===== src/ffha_pkg.sv =====
`timescale 1ns / 1ps
`default_nettype none
package ffha_pkg;
   localparam int unsigned ADDR_W = 32;
   localparam int unsigned SIZE_W = 21;
   localparam int unsigned OFFS_W = 20;
   localparam logic [SIZE_W-1:0] HEAP_LIMIT = 21'd1048576;

   typedef enum logic [1:0] {
      REQ_ALLOC   = 2'd0,
      REQ_RELEASE = 2'd1,
      REQ_RESIZE  = 2'd2
   } req_kind_type;

   typedef enum logic [1:0] {
      ST_OK      = 2'd0,
      ST_NULL    = 2'd1,
      ST_UNKNOWN = 2'd2
   } status_type;

   typedef enum logic [0:0] {
      CSR_HEAP_BASE  = 1'd0,
      CSR_HEAP_BYTES = 1'd1
   } csr_index_type;

   typedef enum logic [4:0] {
      S_IDLE,
      S_INIT,
      S_DECODE,
      S_FIND_RD,
      S_FIND_CHK,
      S_FIT_RD,
      S_FIT_CHK,
      S_SPLIT_RD,
      S_SPLIT_WR,
      S_SPLIT_SET,
      S_FREE_MARK,
      S_MERGE_RD,
      S_MERGE_CHK,
      S_DEL_RD,
      S_DEL_WR,
      S_SUM_RD,
      S_SUM_ACC,
      S_RESP
   } state_type;

   // one table entry
   typedef struct packed {
      logic [OFFS_W-1:0] offset;
      logic [SIZE_W-1:0] size;
      logic              is_free;
   } entry_type;
endpackage
`default_nettype wire


===== src/ffha_if.sv =====
`timescale 1ns / 1ps
`default_nettype none
interface ffha_req_if;
   logic        valid;
   logic        ready;
   logic [1:0]  req_type;
   logic [20:0] request_size;
   logic [31:0] address;
   modport source (output valid, req_type, request_size, address, input ready);
   modport sink (input valid, req_type, request_size, address, output ready);
endinterface

interface ffha_rsp_if;
   logic        valid;
   logic        ready;
   logic [1:0]  status;
   logic [31:0] address_out;
   logic [20:0] copy_bytes;
   logic [20:0] bytes_used;
   logic [20:0] bytes_free;
   modport source (output valid, status, address_out, copy_bytes, bytes_used, bytes_free,
                   input ready);
   modport sink (input valid, status, address_out, copy_bytes, bytes_used, bytes_free,
                 output ready);
endinterface

interface ffha_csr_if;
   logic        valid;
   logic        ready;
   logic [0:0]  index;
   logic [31:0] data;
   modport source (output valid, index, data, input ready);
   modport sink (input valid, index, data, output ready);
endinterface
`default_nettype wire


===== src/first_fit_heap_allocator_top.sv =====
`timescale 1ns / 1ps
`default_nettype none
// a table scan reads each entry in a read state, then tests it in a check state
// longest item is a moving resize: find, fit, shift, find again, merge, sum
// one item at a time; a finished response waits in its own register while the next word runs
// reset (synchronous) and any csr write rebuild the table as one free block in the S_INIT state
module first_fit_heap_allocator_top #(
   parameter int unsigned MAX_BLOCKS = 64,
   parameter int unsigned HEADER_BYTES = 12,
   parameter int unsigned MIN_SPLIT_BYTES = 16
) (
   input wire logic   clock,
   input wire logic   reset,
   ffha_req_if.sink   req,
   ffha_rsp_if.source rsp,
   ffha_csr_if.sink   csr
);
   import ffha_pkg::*;
   ffha_seq #(
      .MAX_BLOCKS(MAX_BLOCKS), .HEADER_BYTES(HEADER_BYTES),
      .MIN_SPLIT_BYTES(MIN_SPLIT_BYTES)
   ) u_seq (
      .clock(clock), .reset(reset), .req(req), .rsp(rsp), .csr(csr)
   );
endmodule
`default_nettype wire


===== src/ffha_table.sv =====
`timescale 1ns / 1ps
`default_nettype none
module ffha_table #(
   parameter int unsigned DEPTH = 64,
   parameter int unsigned AW = 6
) (
   input  wire logic                 clock,
   input  wire logic                 wr_en,
   input  wire logic [AW-1:0]        wr_addr,
   input  wire ffha_pkg::entry_type  wr_data,
   input  wire logic [AW-1:0]        rd_addr,
   output ffha_pkg::entry_type       rd_data
);
   import ffha_pkg::*;
   entry_type mem [DEPTH];
   entry_type rd_ff;

   always_ff @(posedge clock) begin
      if (wr_en) begin
         mem[wr_addr] <= wr_data;
      end
      rd_ff <= mem[rd_addr];
   end
   assign rd_data = rd_ff;
endmodule
`default_nettype wire


===== src/ffha_seq.sv =====
`timescale 1ns / 1ps
`default_nettype none
module ffha_seq #(
   parameter int unsigned MAX_BLOCKS = 64,
   parameter int unsigned HEADER_BYTES = 12,
   parameter int unsigned MIN_SPLIT_BYTES = 16
) (
   input  wire logic clock,
   input  wire logic reset,
   ffha_req_if.sink  req,
   ffha_rsp_if.source rsp,
   ffha_csr_if.sink  csr
);
   import ffha_pkg::*;
   localparam int unsigned AW = (MAX_BLOCKS > 1) ? $clog2(MAX_BLOCKS) : 1;
   localparam int unsigned CW = $clog2(MAX_BLOCKS + 1);
   localparam logic [SIZE_W-1:0] HDR = SIZE_W'(HEADER_BYTES);
   localparam logic [SIZE_W+1:0] SPLIT_EXTRA = (SIZE_W+2)'(HEADER_BYTES + MIN_SPLIT_BYTES);

   state_type state_ff, state_in;
   logic [31:0] base_ff, base_in;
   logic [SIZE_W-1:0] hbytes_ff, hbytes_in;
   logic [CW-1:0] count_ff, count_in;
   logic [CW-1:0] idx_ff, idx_in;      // scan / shift pointer
   logic [CW-1:0] hit_ff, hit_in;      // entry found or fitted
   logic [1:0] kind_ff, kind_in;
   logic [SIZE_W-1:0] rsize_ff, rsize_in;
   logic [SIZE_W:0] need_ff, need_in;  // rounded size can reach 2^21
   logic [31:0] addr_ff, addr_in;
   logic [1:0] status_ff, status_in;
   logic [31:0] aout_ff, aout_in;
   logic [SIZE_W-1:0] copy_ff, copy_in;
   logic [SIZE_W-1:0] used_ff, used_in;
   logic [SIZE_W-1:0] free_ff, free_in;
   logic [SIZE_W-1:0] old_ff, old_in;
   logic moving_ff, moving_in;         // resize: free old block after alloc
   logic [2:0] find_ret_ff, find_ret_in;
   entry_type held_ff, held_in;        // fitted entry during split/shift, entry i during merge
   logic rvalid_ff, rvalid_in;
   // output word, held while the next item runs
   logic [1:0] out_status_ff, out_status_in;
   logic [31:0] out_aout_ff, out_aout_in;
   logic [SIZE_W-1:0] out_copy_ff, out_copy_in;
   logic [SIZE_W-1:0] out_used_ff, out_used_in;
   logic [SIZE_W-1:0] out_free_ff, out_free_in;

   logic wr_en;
   logic [AW-1:0] wr_addr, rd_addr;
   entry_type wr_data, rd_data;
   logic [31:0] paddr;

   localparam logic [2:0] RET_REL = 3'd0, RET_RSZ = 3'd1, RET_MOVE = 3'd2;

   ffha_table #(.DEPTH(MAX_BLOCKS), .AW(AW)) u_table (
      .clock(clock), .wr_en(wr_en), .wr_addr(wr_addr), .wr_data(wr_data),
      .rd_addr(rd_addr), .rd_data(rd_data)
   );

   assign paddr = base_ff + 32'(rd_data.offset) + 32'(HEADER_BYTES);

   always_ff @(posedge clock) begin
      if (reset) begin
         state_ff <= S_INIT;
         base_ff <= '0;
         hbytes_ff <= HEAP_LIMIT;
         count_ff <= CW'(1);
         rvalid_ff <= 1'b0;
      end else begin
         state_ff <= state_in;
         base_ff <= base_in;
         hbytes_ff <= hbytes_in;
         count_ff <= count_in;
         rvalid_ff <= rvalid_in;
      end
      idx_ff <= idx_in; hit_ff <= hit_in; kind_ff <= kind_in; rsize_ff <= rsize_in;
      need_ff <= need_in; addr_ff <= addr_in; status_ff <= status_in;
      aout_ff <= aout_in; copy_ff <= copy_in; used_ff <= used_in; free_ff <= free_in;
      old_ff <= old_in; moving_ff <= moving_in; find_ret_ff <= find_ret_in;
      held_ff <= held_in;
      out_status_ff <= out_status_in; out_aout_ff <= out_aout_in;
      out_copy_ff <= out_copy_in; out_used_ff <= out_used_in; out_free_ff <= out_free_in;
   end

   always_comb begin
      logic [SIZE_W+1:0] big;
      logic [SIZE_W-1:0] hb;
      state_in = state_ff; base_in = base_ff; hbytes_in = hbytes_ff;
      count_in = count_ff; idx_in = idx_ff; hit_in = hit_ff; kind_in = kind_ff;
      rsize_in = rsize_ff; need_in = need_ff; addr_in = addr_ff;
      status_in = status_ff; aout_in = aout_ff; copy_in = copy_ff;
      used_in = used_ff; free_in = free_ff; old_in = old_ff; moving_in = moving_ff;
      find_ret_in = find_ret_ff; held_in = held_ff; rvalid_in = rvalid_ff;
      out_status_in = out_status_ff; out_aout_in = out_aout_ff;
      out_copy_in = out_copy_ff; out_used_in = out_used_ff; out_free_in = out_free_ff;
      wr_en = 1'b0; wr_addr = idx_ff[AW-1:0]; wr_data = rd_data; rd_addr = idx_ff[AW-1:0];
      big = '0;
      hb = (hbytes_ff > HEAP_LIMIT) ? HEAP_LIMIT : hbytes_ff;
      req.ready = 1'b0;
      csr.ready = (state_ff == S_IDLE) && !rvalid_ff;
      if (rvalid_ff && rsp.ready) begin
         rvalid_in = 1'b0;
      end
      unique case (state_ff)
         S_IDLE: begin
            req.ready = !(csr.valid && csr.ready);
            if (csr.valid && csr.ready) begin
               if (csr.index == CSR_HEAP_BASE) base_in = csr.data;
               else hbytes_in = csr.data[SIZE_W-1:0];
               state_in = S_INIT;
            end else if (req.valid && req.ready) begin
               kind_in = req.req_type; rsize_in = req.request_size;
               addr_in = req.address;
               need_in = ({1'b0, req.request_size} + (SIZE_W+1)'(3)) & ~(SIZE_W+1)'(3);
               status_in = ST_OK; aout_in = '0; copy_in = '0; moving_in = 1'b0;
               state_in = S_DECODE;
            end
         end
         S_INIT: begin
            wr_en = 1'b1; wr_addr = '0;
            wr_data.offset = '0; wr_data.is_free = 1'b1;
            wr_data.size = (hb > HDR) ? hb - HDR : '0;
            count_in = CW'(1);
            state_in = S_IDLE;
         end
         S_DECODE: begin
            idx_in = '0;
            unique case (kind_ff)
               REQ_ALLOC: state_in = (rsize_ff == '0) ? S_SUM_RD : S_FIT_RD;
               REQ_RELEASE: begin
                  find_ret_in = RET_REL;
                  state_in = (addr_ff == '0) ? S_SUM_RD : S_FIND_RD;
               end
               REQ_RESIZE: begin
                  find_ret_in = RET_RSZ;
                  state_in = (addr_ff == '0) ? ((rsize_ff == '0) ? S_SUM_RD : S_FIT_RD)
                                             : S_FIND_RD;
               end
               default: begin
                  status_in = ST_NULL;
                  state_in = S_SUM_RD;
               end
            endcase
            if (rsize_ff == '0 && (kind_ff == REQ_ALLOC ||
                (kind_ff == REQ_RESIZE && addr_ff == '0))) status_in = ST_NULL;
         end
         S_FIND_RD: begin
            if (idx_ff >= count_ff) begin
               if (find_ret_ff == RET_MOVE) state_in = S_SUM_RD;
               else begin status_in = ST_UNKNOWN; state_in = S_SUM_RD; end
               idx_in = '0;
            end else state_in = S_FIND_CHK;
         end
         S_FIND_CHK: begin
            if (!rd_data.is_free && paddr == addr_ff) begin
               hit_in = idx_ff;
               if (find_ret_ff == RET_RSZ && rsize_ff != '0) begin
                  if (rd_data.size >= rsize_ff) begin
                     aout_in = addr_ff; state_in = S_SUM_RD; idx_in = '0;
                  end else begin
                     old_in = rd_data.size; moving_in = 1'b1; idx_in = '0;
                     state_in = S_FIT_RD;
                  end
               end else begin
                  if (find_ret_ff == RET_RSZ) status_in = ST_NULL;
                  state_in = S_FREE_MARK;
               end
            end else begin
               idx_in = idx_ff + CW'(1); state_in = S_FIND_RD;
            end
         end
         S_FIT_RD: begin
            if (idx_ff >= count_ff) begin
               status_in = ST_NULL; aout_in = '0; idx_in = '0; state_in = S_SUM_RD;
            end else state_in = S_FIT_CHK;
         end
         S_FIT_CHK: begin
            if (rd_data.is_free && {1'b0, rd_data.size} >= need_ff) begin
               hit_in = idx_ff;
               held_in = rd_data;
               aout_in = paddr;
               big = (SIZE_W+2)'(need_ff) + SPLIT_EXTRA;
               if ((SIZE_W+2)'(rd_data.size) >= big && count_ff < CW'(MAX_BLOCKS)) begin
                  idx_in = count_ff - CW'(1); state_in = S_SPLIT_RD;
               end else begin
                  wr_en = 1'b1; wr_data = rd_data; wr_data.is_free = 1'b0;
                  state_in = S_SPLIT_SET;
               end
            end else begin
               idx_in = idx_ff + CW'(1); state_in = S_FIT_RD;
            end
         end
         // shift entries hit+1..count-1 up by one, top first
         S_SPLIT_RD: begin
            if (idx_ff > hit_ff) state_in = S_SPLIT_WR;
            else begin
               wr_en = 1'b1; wr_addr = AW'(hit_ff + CW'(1));
               wr_data.offset = held_ff.offset + OFFS_W'(HEADER_BYTES) + need_ff[OFFS_W-1:0];
               wr_data.size = held_ff.size - need_ff[SIZE_W-1:0] - HDR;
               wr_data.is_free = 1'b1;
               held_in.size = need_ff[SIZE_W-1:0];
               count_in = count_ff + CW'(1);
               state_in = S_SPLIT_SET;
            end
         end
         S_SPLIT_WR: begin
            wr_en = 1'b1; wr_addr = AW'(idx_ff + CW'(1)); wr_data = rd_data;
            idx_in = idx_ff - CW'(1); state_in = S_SPLIT_RD;
         end
         S_SPLIT_SET: begin
            wr_en = 1'b1; wr_addr = hit_ff[AW-1:0];
            wr_data = held_ff; wr_data.is_free = 1'b0;
            idx_in = '0;
            if (moving_ff) begin
               copy_in = old_ff; find_ret_in = RET_MOVE; state_in = S_FIND_RD;
            end else state_in = S_SUM_RD;
         end
         S_FREE_MARK: begin
            wr_en = 1'b1; wr_addr = hit_ff[AW-1:0]; wr_data = rd_data;
            wr_data.is_free = 1'b1;
            idx_in = '0; state_in = S_MERGE_RD;
         end
         // held = entry i, read entry i+1
         S_MERGE_RD: begin
            if (idx_ff + CW'(1) >= count_ff) begin
               idx_in = '0; state_in = S_SUM_RD;
            end else state_in = S_MERGE_CHK;
         end
         S_MERGE_CHK: begin
            held_in = rd_data;
            rd_addr = AW'(idx_ff + CW'(1));
            state_in = S_DEL_RD;
         end
         S_DEL_RD: begin
            if (held_ff.is_free && rd_data.is_free) begin
               wr_en = 1'b1; wr_addr = idx_ff[AW-1:0];
               wr_data = held_ff; wr_data.size = held_ff.size + HDR + rd_data.size;
               hit_in = idx_ff; idx_in = idx_ff + CW'(1);
               rd_addr = AW'(idx_ff + CW'(2));
               state_in = S_DEL_WR;
            end else begin
               idx_in = idx_ff + CW'(1); rd_addr = AW'(idx_ff + CW'(1));
               state_in = S_MERGE_RD;
            end
         end
         // remove entry idx by pulling later ones down
         S_DEL_WR: begin
            if (idx_ff + CW'(1) >= count_ff) begin
               count_in = count_ff - CW'(1); idx_in = hit_ff;
               rd_addr = hit_ff[AW-1:0]; state_in = S_MERGE_RD;
            end else begin
               wr_en = 1'b1; wr_addr = idx_ff[AW-1:0]; wr_data = rd_data;
               idx_in = idx_ff + CW'(1); rd_addr = AW'(idx_ff + CW'(2));
            end
         end
         S_SUM_RD: begin
            if (idx_ff == '0) begin used_in = '0; free_in = '0; end
            if (idx_ff >= count_ff) state_in = S_RESP;
            else state_in = S_SUM_ACC;
         end
         S_SUM_ACC: begin
            if (rd_data.is_free) free_in = free_ff + rd_data.size;
            else used_in = used_ff + rd_data.size;
            idx_in = idx_ff + CW'(1); state_in = S_SUM_RD;
         end
         S_RESP: begin
            if (!rvalid_ff || rsp.ready) begin
               rvalid_in = 1'b1;
               out_status_in = status_ff; out_aout_in = aout_ff;
               out_copy_in = copy_ff; out_used_in = used_ff; out_free_in = free_ff;
               state_in = S_IDLE;
            end
         end
         default: state_in = S_IDLE;
      endcase
   end

   assign rsp.valid = rvalid_ff;
   assign rsp.status = out_status_ff;
   assign rsp.address_out = out_aout_ff;
   assign rsp.copy_bytes = out_copy_ff;
   assign rsp.bytes_used = out_used_ff;
   assign rsp.bytes_free = out_free_ff;

   a_count_range: assert property (@(posedge clock) disable iff (reset)
      count_ff != '0 && count_ff <= CW'(MAX_BLOCKS)) else $error("count out of range");
   a_busy: assert property (@(posedge clock) disable iff (reset)
      state_ff != S_IDLE |-> !req.ready) else $error("ready while busy");
   a_resp: assert property (@(posedge clock) disable iff (reset)
      (state_ff == S_RESP && !rvalid_ff) |=> rvalid_ff) else $error("response lost");
endmodule
`default_nettype wire

===== src/flat_wrapper.sv =====
// flat-port wrapper written by rule: the top's interface ports become plain ports
module first_fit_heap_allocator_top_flat import ffha_pkg::*;
#(
   parameter int unsigned MAX_BLOCKS = 64,
   parameter int unsigned HEADER_BYTES = 12,
   parameter int unsigned MIN_SPLIT_BYTES = 16
)
  (clock, reset, req_valid, req_req_type, req_request_size, req_address, req_ready, rsp_valid, rsp_status, rsp_address_out, rsp_copy_bytes, rsp_bytes_used, rsp_bytes_free, rsp_ready, csr_valid, csr_index, csr_data, csr_ready);
  ffha_req_if req_i ();
  ffha_rsp_if rsp_i ();
  ffha_csr_if csr_i ();
  input wire logic clock;
  input wire logic reset;
  input wire logic [$bits(req_i.valid)-1:0] req_valid;
  input wire logic [$bits(req_i.req_type)-1:0] req_req_type;
  input wire logic [$bits(req_i.request_size)-1:0] req_request_size;
  input wire logic [$bits(req_i.address)-1:0] req_address;
  output wire logic [$bits(req_i.ready)-1:0] req_ready;
  output wire logic [$bits(rsp_i.valid)-1:0] rsp_valid;
  output wire logic [$bits(rsp_i.status)-1:0] rsp_status;
  output wire logic [$bits(rsp_i.address_out)-1:0] rsp_address_out;
  output wire logic [$bits(rsp_i.copy_bytes)-1:0] rsp_copy_bytes;
  output wire logic [$bits(rsp_i.bytes_used)-1:0] rsp_bytes_used;
  output wire logic [$bits(rsp_i.bytes_free)-1:0] rsp_bytes_free;
  input wire logic [$bits(rsp_i.ready)-1:0] rsp_ready;
  input wire logic [$bits(csr_i.valid)-1:0] csr_valid;
  input wire logic [$bits(csr_i.index)-1:0] csr_index;
  input wire logic [$bits(csr_i.data)-1:0] csr_data;
  output wire logic [$bits(csr_i.ready)-1:0] csr_ready;
  assign req_i.valid = req_valid;
  assign req_i.req_type = req_req_type;
  assign req_i.request_size = req_request_size;
  assign req_i.address = req_address;
  assign req_ready = req_i.ready;
  assign rsp_valid = rsp_i.valid;
  assign rsp_status = rsp_i.status;
  assign rsp_address_out = rsp_i.address_out;
  assign rsp_copy_bytes = rsp_i.copy_bytes;
  assign rsp_bytes_used = rsp_i.bytes_used;
  assign rsp_bytes_free = rsp_i.bytes_free;
  assign rsp_i.ready = rsp_ready;
  assign csr_i.valid = csr_valid;
  assign csr_i.index = csr_index;
  assign csr_i.data = csr_data;
  assign csr_ready = csr_i.ready;
  first_fit_heap_allocator_top #(.MAX_BLOCKS(MAX_BLOCKS), .HEADER_BYTES(HEADER_BYTES), .MIN_SPLIT_BYTES(MIN_SPLIT_BYTES)) u_core (.clock(clock), .reset(reset), .req(req_i), .rsp(rsp_i), .csr(csr_i));
endmodule

===== config.mk =====
export PLATFORM = sky130hd
export DESIGN_NAME = first_fit_heap_allocator_top_flat
export DESIGN_NICKNAME = d
export VERILOG_FILES = /design/src/ffha_pkg.sv /design/src/ffha_if.sv /design/src/first_fit_heap_allocator_top.sv /design/src/ffha_table.sv /design/src/ffha_seq.sv /design/src/flat_wrapper.sv
export SDC_FILE = /design/constraint.sdc
export NUM_CORES = 2
export LEC_CHECK = 0
export BUFFER_PORTS_ARGS = -buffer_cell sky130_fd_sc_hd__buf_2
export CORE_UTILIZATION = 28
export CTS_BUF_LIST = sky130_fd_sc_hd__clkbuf_4 sky130_fd_sc_hd__clkbuf_8
export DETAILED_ROUTE_END_ITERATION = 8
export PLACE_DENSITY = 0.38
export SLEW_MARGIN = 0
export SYNTH_ARGS = -nofsm -noshare
export SYNTH_HDL_FRONTEND = slang
export SYNTH_SLANG_ARGS = --single-unit

===== constraint.sdc =====
create_clock -name clock -period 9.1 [get_ports clock]
set_clock_uncertainty 0.2 [all_clocks]
set_input_delay 2.275 -clock clock [delete_from_list [all_inputs] [get_ports clock]]
set_output_delay 2.275 -clock clock [all_outputs]
set_load 0.01 [all_outputs]

Yosys cells after proc, flatten, opt, wreduce, memory -nomap -nowiden

Memory sizes are Yosys's and may differ from the RTL's. A register that Yosys moved wholly into a read port is not among the register bits.
Cells that the tools add are included.

Add/subtract/negate cells: 19
Order comparisons: 9
Equal/unequal tests: 49
Mux-type cells: 102
Bitwise operators: 3
Reduce and logical (&&, ||, !) cells: 57

Operators by type and width:

| kind                                                | number |
|---|---|
| one-hot mux 42 bit (6 select lines)                 | 1 |
| 2-to-1 mux 32 bit                                   | 7 |
| 2-to-1 mux 21 bit                                   | 9 |
| one-hot mux 32 bit (4 select lines)                 | 1 |
| 2-to-1 mux 42 bit                                   | 3 |
| one-hot mux 21 bit (2 select lines)                 | 3 |
| one-hot mux 5 bit (17 select lines)                 | 1 |
| 2-to-1 mux 7 bit                                    | 12 |
| adder 21 bit                                        | 3 |
| one-hot mux 21 bit (3 select lines)                 | 1 |
| one-hot mux 7 bit (8 select lines)                  | 1 |
| one-hot mux 7 bit (3 select lines)                  | 2 |
| subtractor 21 x 4 -> 21 bit, second input constant  | 2 |
| equality test 5 x 4 -> 1 bit, second input constant | 8 |
| one-hot mux 20 bit (2 select lines)                 | 1 |
| inequality test 2 bit, second input constant        | 19 |
| 2-to-1 mux 5 bit                                    | 7 |
| adder 32 x 20 -> 32 bit                             | 1 |
| adder 32 x 4 -> 32 bit, second input constant       | 1 |
| equality test 32 bit                                | 1 |
| logical NOT 32 bit                                  | 1 |
| 2-to-1 mux 4 bit                                    | 8 |
| AND reduction 3 bit                                 | 9 |
| one-hot mux 6 bit (4 select lines)                  | 1 |
| other kinds (63)                                    | 136 |

Register bits after elaboration: 416
RAM bits: 2688
Output and inout port bits: 100
Word-level logic and storage cells: 267
Memories kept: 1

Memory list:

| memory                   | words | bits a word | rd ports | clocked after memory_dff | write ports | RTL line         | RTL |
|---|---|---|---|---|---|---|---|
| u_core.u_seq.u_table.mem | 64    | 42          | 1        | 1                        | 1           | ffha_table.sv:15 | `entry_type mem [DEPTH];` |

Logic depth before layout (Yosys ltp)

Depth in word-level cells: 8
Depth in mapped cells: 21

Modules after synthesis

A second synthesis with hierarchy kept.

Cell total of the unflattened synthesis: 7272
Area total of the unflattened synthesis: 130421.3 um2

By module, submodules not included:

| module     | times used | cells each | area each (um2) | sequential area each (um2) |
|---|---|---|---|---|
| ffha_table | 1          | 4448       | 102965.0        | 81558.2 |
| ffha_seq   | 1          | 2824       | 27456.3         | 11801.3 |

Worst setup path after synthesis

No wires, ideal clock.

Kind: reg-to-reg
Start point: reg, netlist name u_core.u_seq.u_table.rd_data[3]
End point: mem u_core.u_seq.u_table.mem[0][15] (netlist name), data pin
Arrival time: 6.605 ns
Required time: 7.891 ns
Slack: 1.286 ns
Cell stages (with the launch flop): 11
Path buffers: 0
Clock period less this slack: 7.814 ns
Path through: dfxtp_1 > inv_1 > ha_1 > inv_1 > ha_1 > a21o_1 > a21o_1 > a2111oi_0 > o31ai_1 > a41o_1 > o311ai_0

RTL lines:

| item          | RTL line |
|---|---|
| end, declared | ffha_table.sv:15 |

Worst setup path after layout

Start point: reg u_core.u_seq.idx_ff[2]
End point: reg, netlist name u_core.u_seq.u_table.rd_data[22]

Longest elaborated chain between the ends: 4
Elaborated cells between the ends (all ways): 6
Those cells by class: add/sub (2); order compare (1); mux (3)

Ends and longest elaborated chain:

| item                                   | RTL line        | RTL |
|---|---|---|
| start, declared                        | ffha_seq.sv:24  | `logic [CW-1:0] idx_ff, idx_in;` |
| start signal, assigned                 | ffha_seq.sv:75  | `idx_ff <= idx_in; hit_ff <= hit_in; kind_ff <= kind_in; rsize_ff <= rsize_in;` |
| adder 7 x 1 -> 7 bit                   | ffha_seq.sv:247 | `if (idx_ff + CW'(1) >= count_ff) begin` |
| greater-or-equal comparator 7 bit      | ffha_seq.sv:247 |  |
| 2-to-1 mux 6 bit                       | ffha_seq.sv:247 |  |
| one-hot mux 6 bit (3 select lines) (*) | ffha_seq.sv:103 | `unique case (state_ff)` |

Every way passes the cells marked *; elsewhere a longest branch is shown, timed or not.
A chain may end at the register's enable or synchronous reset.

==> flow_metrics.env <==
export IMPL_outcome="finished, violations left"
export IMPL_violations="max-capacitance violations, max-slew violations"
export IMPL_worstSetupPathType="register to register"
export IMPL_min_period_ns=7.70
export IMPL_ant_nets=0
export IMPL_holdPathStages=0
export IMPL_synth_enable_flop_cells=3037
export IMPL_hold_violations=0
export IMPL_critPathLaunchType="register"
export IMPL_setup_slack_ns=1.40
export IMPL_drt_pass1_iterations=8
export IMPL_antenna_found_initial=43
export IMPL_wl_per_cell_um=27.3
export IMPL_gr_usage_all_layers_pct=19.6
export IMPL_drt_iter0_drc=8150
export IMPL_arrival_ns=8.48
export IMPL_synth_cells=10500
export IMPL_place_area_um2=143000
export IMPL_seq_area_frac_synth_pct=70.5
export IMPL_critPathCaptureType="register"
export IMPL_critPathRequiredTime_ns=9.88
export IMPL_clk_pin_slew_ns=0.06
export IMPL_setup_tns_ns=0
export IMPL_cap_violations=1
export IMPL_grt_max_degree=146
export IMPL_cts_buffer_depth=4
export IMPL_p_int_mw=33.4
export IMPL_clkPwrFrac_pct=23.6
export IMPL_cts_resized=0
export IMPL_r2r_start="u_core.u_seq.idx_ff[2]"
export IMPL_synth_seq_cells=3145
export IMPL_gr_total_overflow=0
export IMPL_rrSetupSlack_ns=1.40
export IMPL_cts_tree="yes"
export IMPL_syn_area_per_cell_um2=12.7
export IMPL_ys_async_sr_fraction_pct=0
export IMPL_r2r_end="u_core.u_seq.u_table.rd_data[22]"
export IMPL_numPortBuffers=192
export IMPL_dp_hpwl_um=287000
export IMPL_synth_cell_types=107
export IMPL_grt_pass1_vias=88000
export IMPL_drv_slew=1
export IMPL_yosys_warnings=0
export IMPL_die_x_um=690
export IMPL_p_per_area_nw_per_um2=371
export IMPL_drive_gt1_share_pct=14.3
export IMPL_core_um2=471000
export IMPL_area_growth_pct=16.4
export IMPL_fillers=46900
export IMPL_die_area_um2=476000
export IMPL_whs_endpoint="u_core.u_seq.rsp.copy_bytes[5]"
export IMPL_htree_levels=6
export IMPL_hold_start="u_core.u_seq.copy_ff[5]"
export IMPL_synth_area_leaders="edfxtp_1 69%, nand2_1 7.6%, nand3_1 4.0%"
export IMPL_r2r_cells=17
export IMPL_power_leakage_nw=53.0
export IMPL_irDropWorstVdd_uv=308
export IMPL_netSwitchingPower_mw=23.7
export IMPL_comb_power_share_pct=38.5
export IMPL_synth_top_area_share_pct=68.8
export IMPL_fin_crit_sh_pct=84.6
export IMPL_viasPerCell=5.03
export IMPL_ios=193
export IMPL_fin_nets=11300
export IMPL_final_cell_area_um2=154000
export IMPL_row_count=252
export IMPL_hold_buffers=0
export IMPL_syn_nets=10800
export IMPL_rsz0062_at_grt="false"
export IMPL_post_place_ws_ns=1.57
export IMPL_p_sw_share_pct=41.5
export IMPL_clockRootBuffer="clkbuf_8"
export IMPL_grt_pass1_wl_um=674000
export IMPL_die_h_um=690
export IMPL_seq_power_share_pct=37.9
export IMPL_most_common_layout_cells="3037 x edfxtp_1, 2692 x nand2_1, 1066 x nand3_1"
export IMPL_start_util_pct=28.1
export IMPL_synth_top_flop_cell="edfxtp_1"
export IMPL_clk_latency_ns=1.25
export IMPL_layout_commonest_cell="edfxtp_1"
export IMPL_synth_cell_area_um2=133000
export IMPL_slew_headroom_pct=-0.282
export IMPL_cts_buffers=578
export IMPL_path_max_fanout=69
export IMPL_fmaxAchievable_mhz=130
export IMPL_yosys_area_top_type="edfxtp_1"
export IMPL_setup_viol=0
export IMPL_tightest_slew_ns=1.49
export IMPL_clock_sinks=3145
export IMPL_holdCritPathClass="register to register"
export IMPL_vias=88600
export IMPL_wirelength_um=480000
export IMPL_gp_congestion=0.849
export IMPL_drc=0
export IMPL_post_cts_buffers=0
metrics by stage:
stage | cells | util, % | hold WS, ns | power, mW
2_1_floorplan | 10500 | - | 0.200 | 33.7
3_3_place_gp | 16600 | 30.3 | 0.205 | 44.0
3_5_place_dp | 16600 | 30.3 | 0.205 | 44.1
4_1_cts | 17600 | 32.7 | 0.217 | 57.8
5_1_grt | 17600 | 32.7 | 0.218 | 60.0
6_report | 17600 | 32.7 | 0.215 | 57.2
registers in the layout, summed over array words and instances, names as in the netlist, 20 cells and up:
name,flops
u_core.u_seq.addr_ff,32
u_core.u_seq.aout_ff,32
u_core.u_seq.base_ff,32
u_core.u_seq.copy_ff,21
u_core.u_seq.free_ff,21
u_core.u_seq.hbytes_ff,21
u_core.u_seq.held_ff,42
u_core.u_seq.need_ff,20
u_core.u_seq.old_ff,21
u_core.u_seq.rsize_ff,21
u_core.u_seq.rsp.address_out,32
u_core.u_seq.rsp.bytes_free,21
u_core.u_seq.rsp.bytes_used,21
u_core.u_seq.rsp.copy_bytes,21
u_core.u_seq.u_table.mem,2688
u_core.u_seq.u_table.rd_data,42
u_core.u_seq.used_ff,21
cell families (layout without fill, tap and decap cells):
logic type	count (synthesis)	after routing	share of synthesized area [%]
and+or+nand+nor	4567	4567	15.0
DFF	3145	3145	70.5
other	0	18	0
xor gates and xnor gates	186	186	1.29
AOI/OAI and AO/OA	1306	1306	6.65
adders and majority gates	285	285	2.72
muxes	185	185	1.40
buffers and inverters	780	1702	2.44
critical path, cell delays in order (launching register included):
cell       delay [ns]
edfxtp_1         0.76
ha_1             0.43
nand4_1          0.16
xor2_1           0.40
inv_1            0.09
ha_1             0.30
a2111oi_0        0.40
o2bb2ai_1        0.16
buf_4            0.29
mux2i_1          0.71
o21a_4           0.54
nor2_4           0.11
buf_12           0.25
a32oi_1          0.31
a31oi_1          0.20
nor4_1           0.80
nand2_1          0.31
nor4_1           0.90
how the worst max path moves through the flow:
stage,startpoint,slack (ns),end
3_5_place_dp,u_core.u_seq.idx_ff[2],1.57,u_core.u_seq.u_table.rd_data[22]
4_1_cts,u_core.u_seq.idx_ff[2],1.52,u_core.u_seq.u_table.rd_data[22]
5_1_grt,u_core.u_seq.idx_ff[2],1.22,u_core.u_seq.u_table.rd_data[22]
3_3_place_gp,u_core.u_seq.idx_ff[2],1.18,u_core.u_seq.u_table.rd_data[21]
6_report,u_core.u_seq.idx_ff[2],1.40,u_core.u_seq.u_table.rd_data[22]
2_1_floorplan,u_core.u_seq.u_table.rd_data[3],1.29,u_core.u_seq.u_table.mem[0][15]
power by group through the flow:
stage	clock (mW)	combinational [mW]	sequential, mW
6_report	13.5	22.0	21.7
2_1_floorplan	0	11.8	21.9
4_1_cts	13.9	22.3	21.7
3_5_place_dp	0	22.2	21.9
5_1_grt	14.5	23.8	21.7
3_3_place_gp	0	22.1	21.9
Yosys cell counts, drive strengths merged, types with 71 or more instances:
cell / n
o21ai: 174
clkbuf: 313
buf: 272
nor2: 270
xor2: 71
nand4: 127
dfxtp: 108
ha: 280
nor4: 107
a21oi: 370
edfxtp: 3037
nand2: 2701
nand3: 1072
inv: 194
xnor2: 110
mux2i: 182
a31oi: 188
a32oi: 171
cell type report:
type	count	area (µm²)	share of cell area, %
Antenna cell	18	45.0	0.0292
Clock buffer	813	9870	6.40
Clock inverter	192	1370	0.886
Inverter	195	732	0.475
Multi-Input combinational cell	6529	37000	24.0
Sequential cell	3145	93400	60.5
Tap cell	6223	7790	5.05
Timing Repair Buffer	502	4000	2.59
layer usage:
metal	share of wire, %	track usage, %	up-vias
li1	-	-	39800
met1	44	26.2	45400
met2	48	33.2	2693
met3	5.1	2.85	671
met4	2.7	5.27	10
met5	0.012	0	-
(Power assumes the default switching activity.)
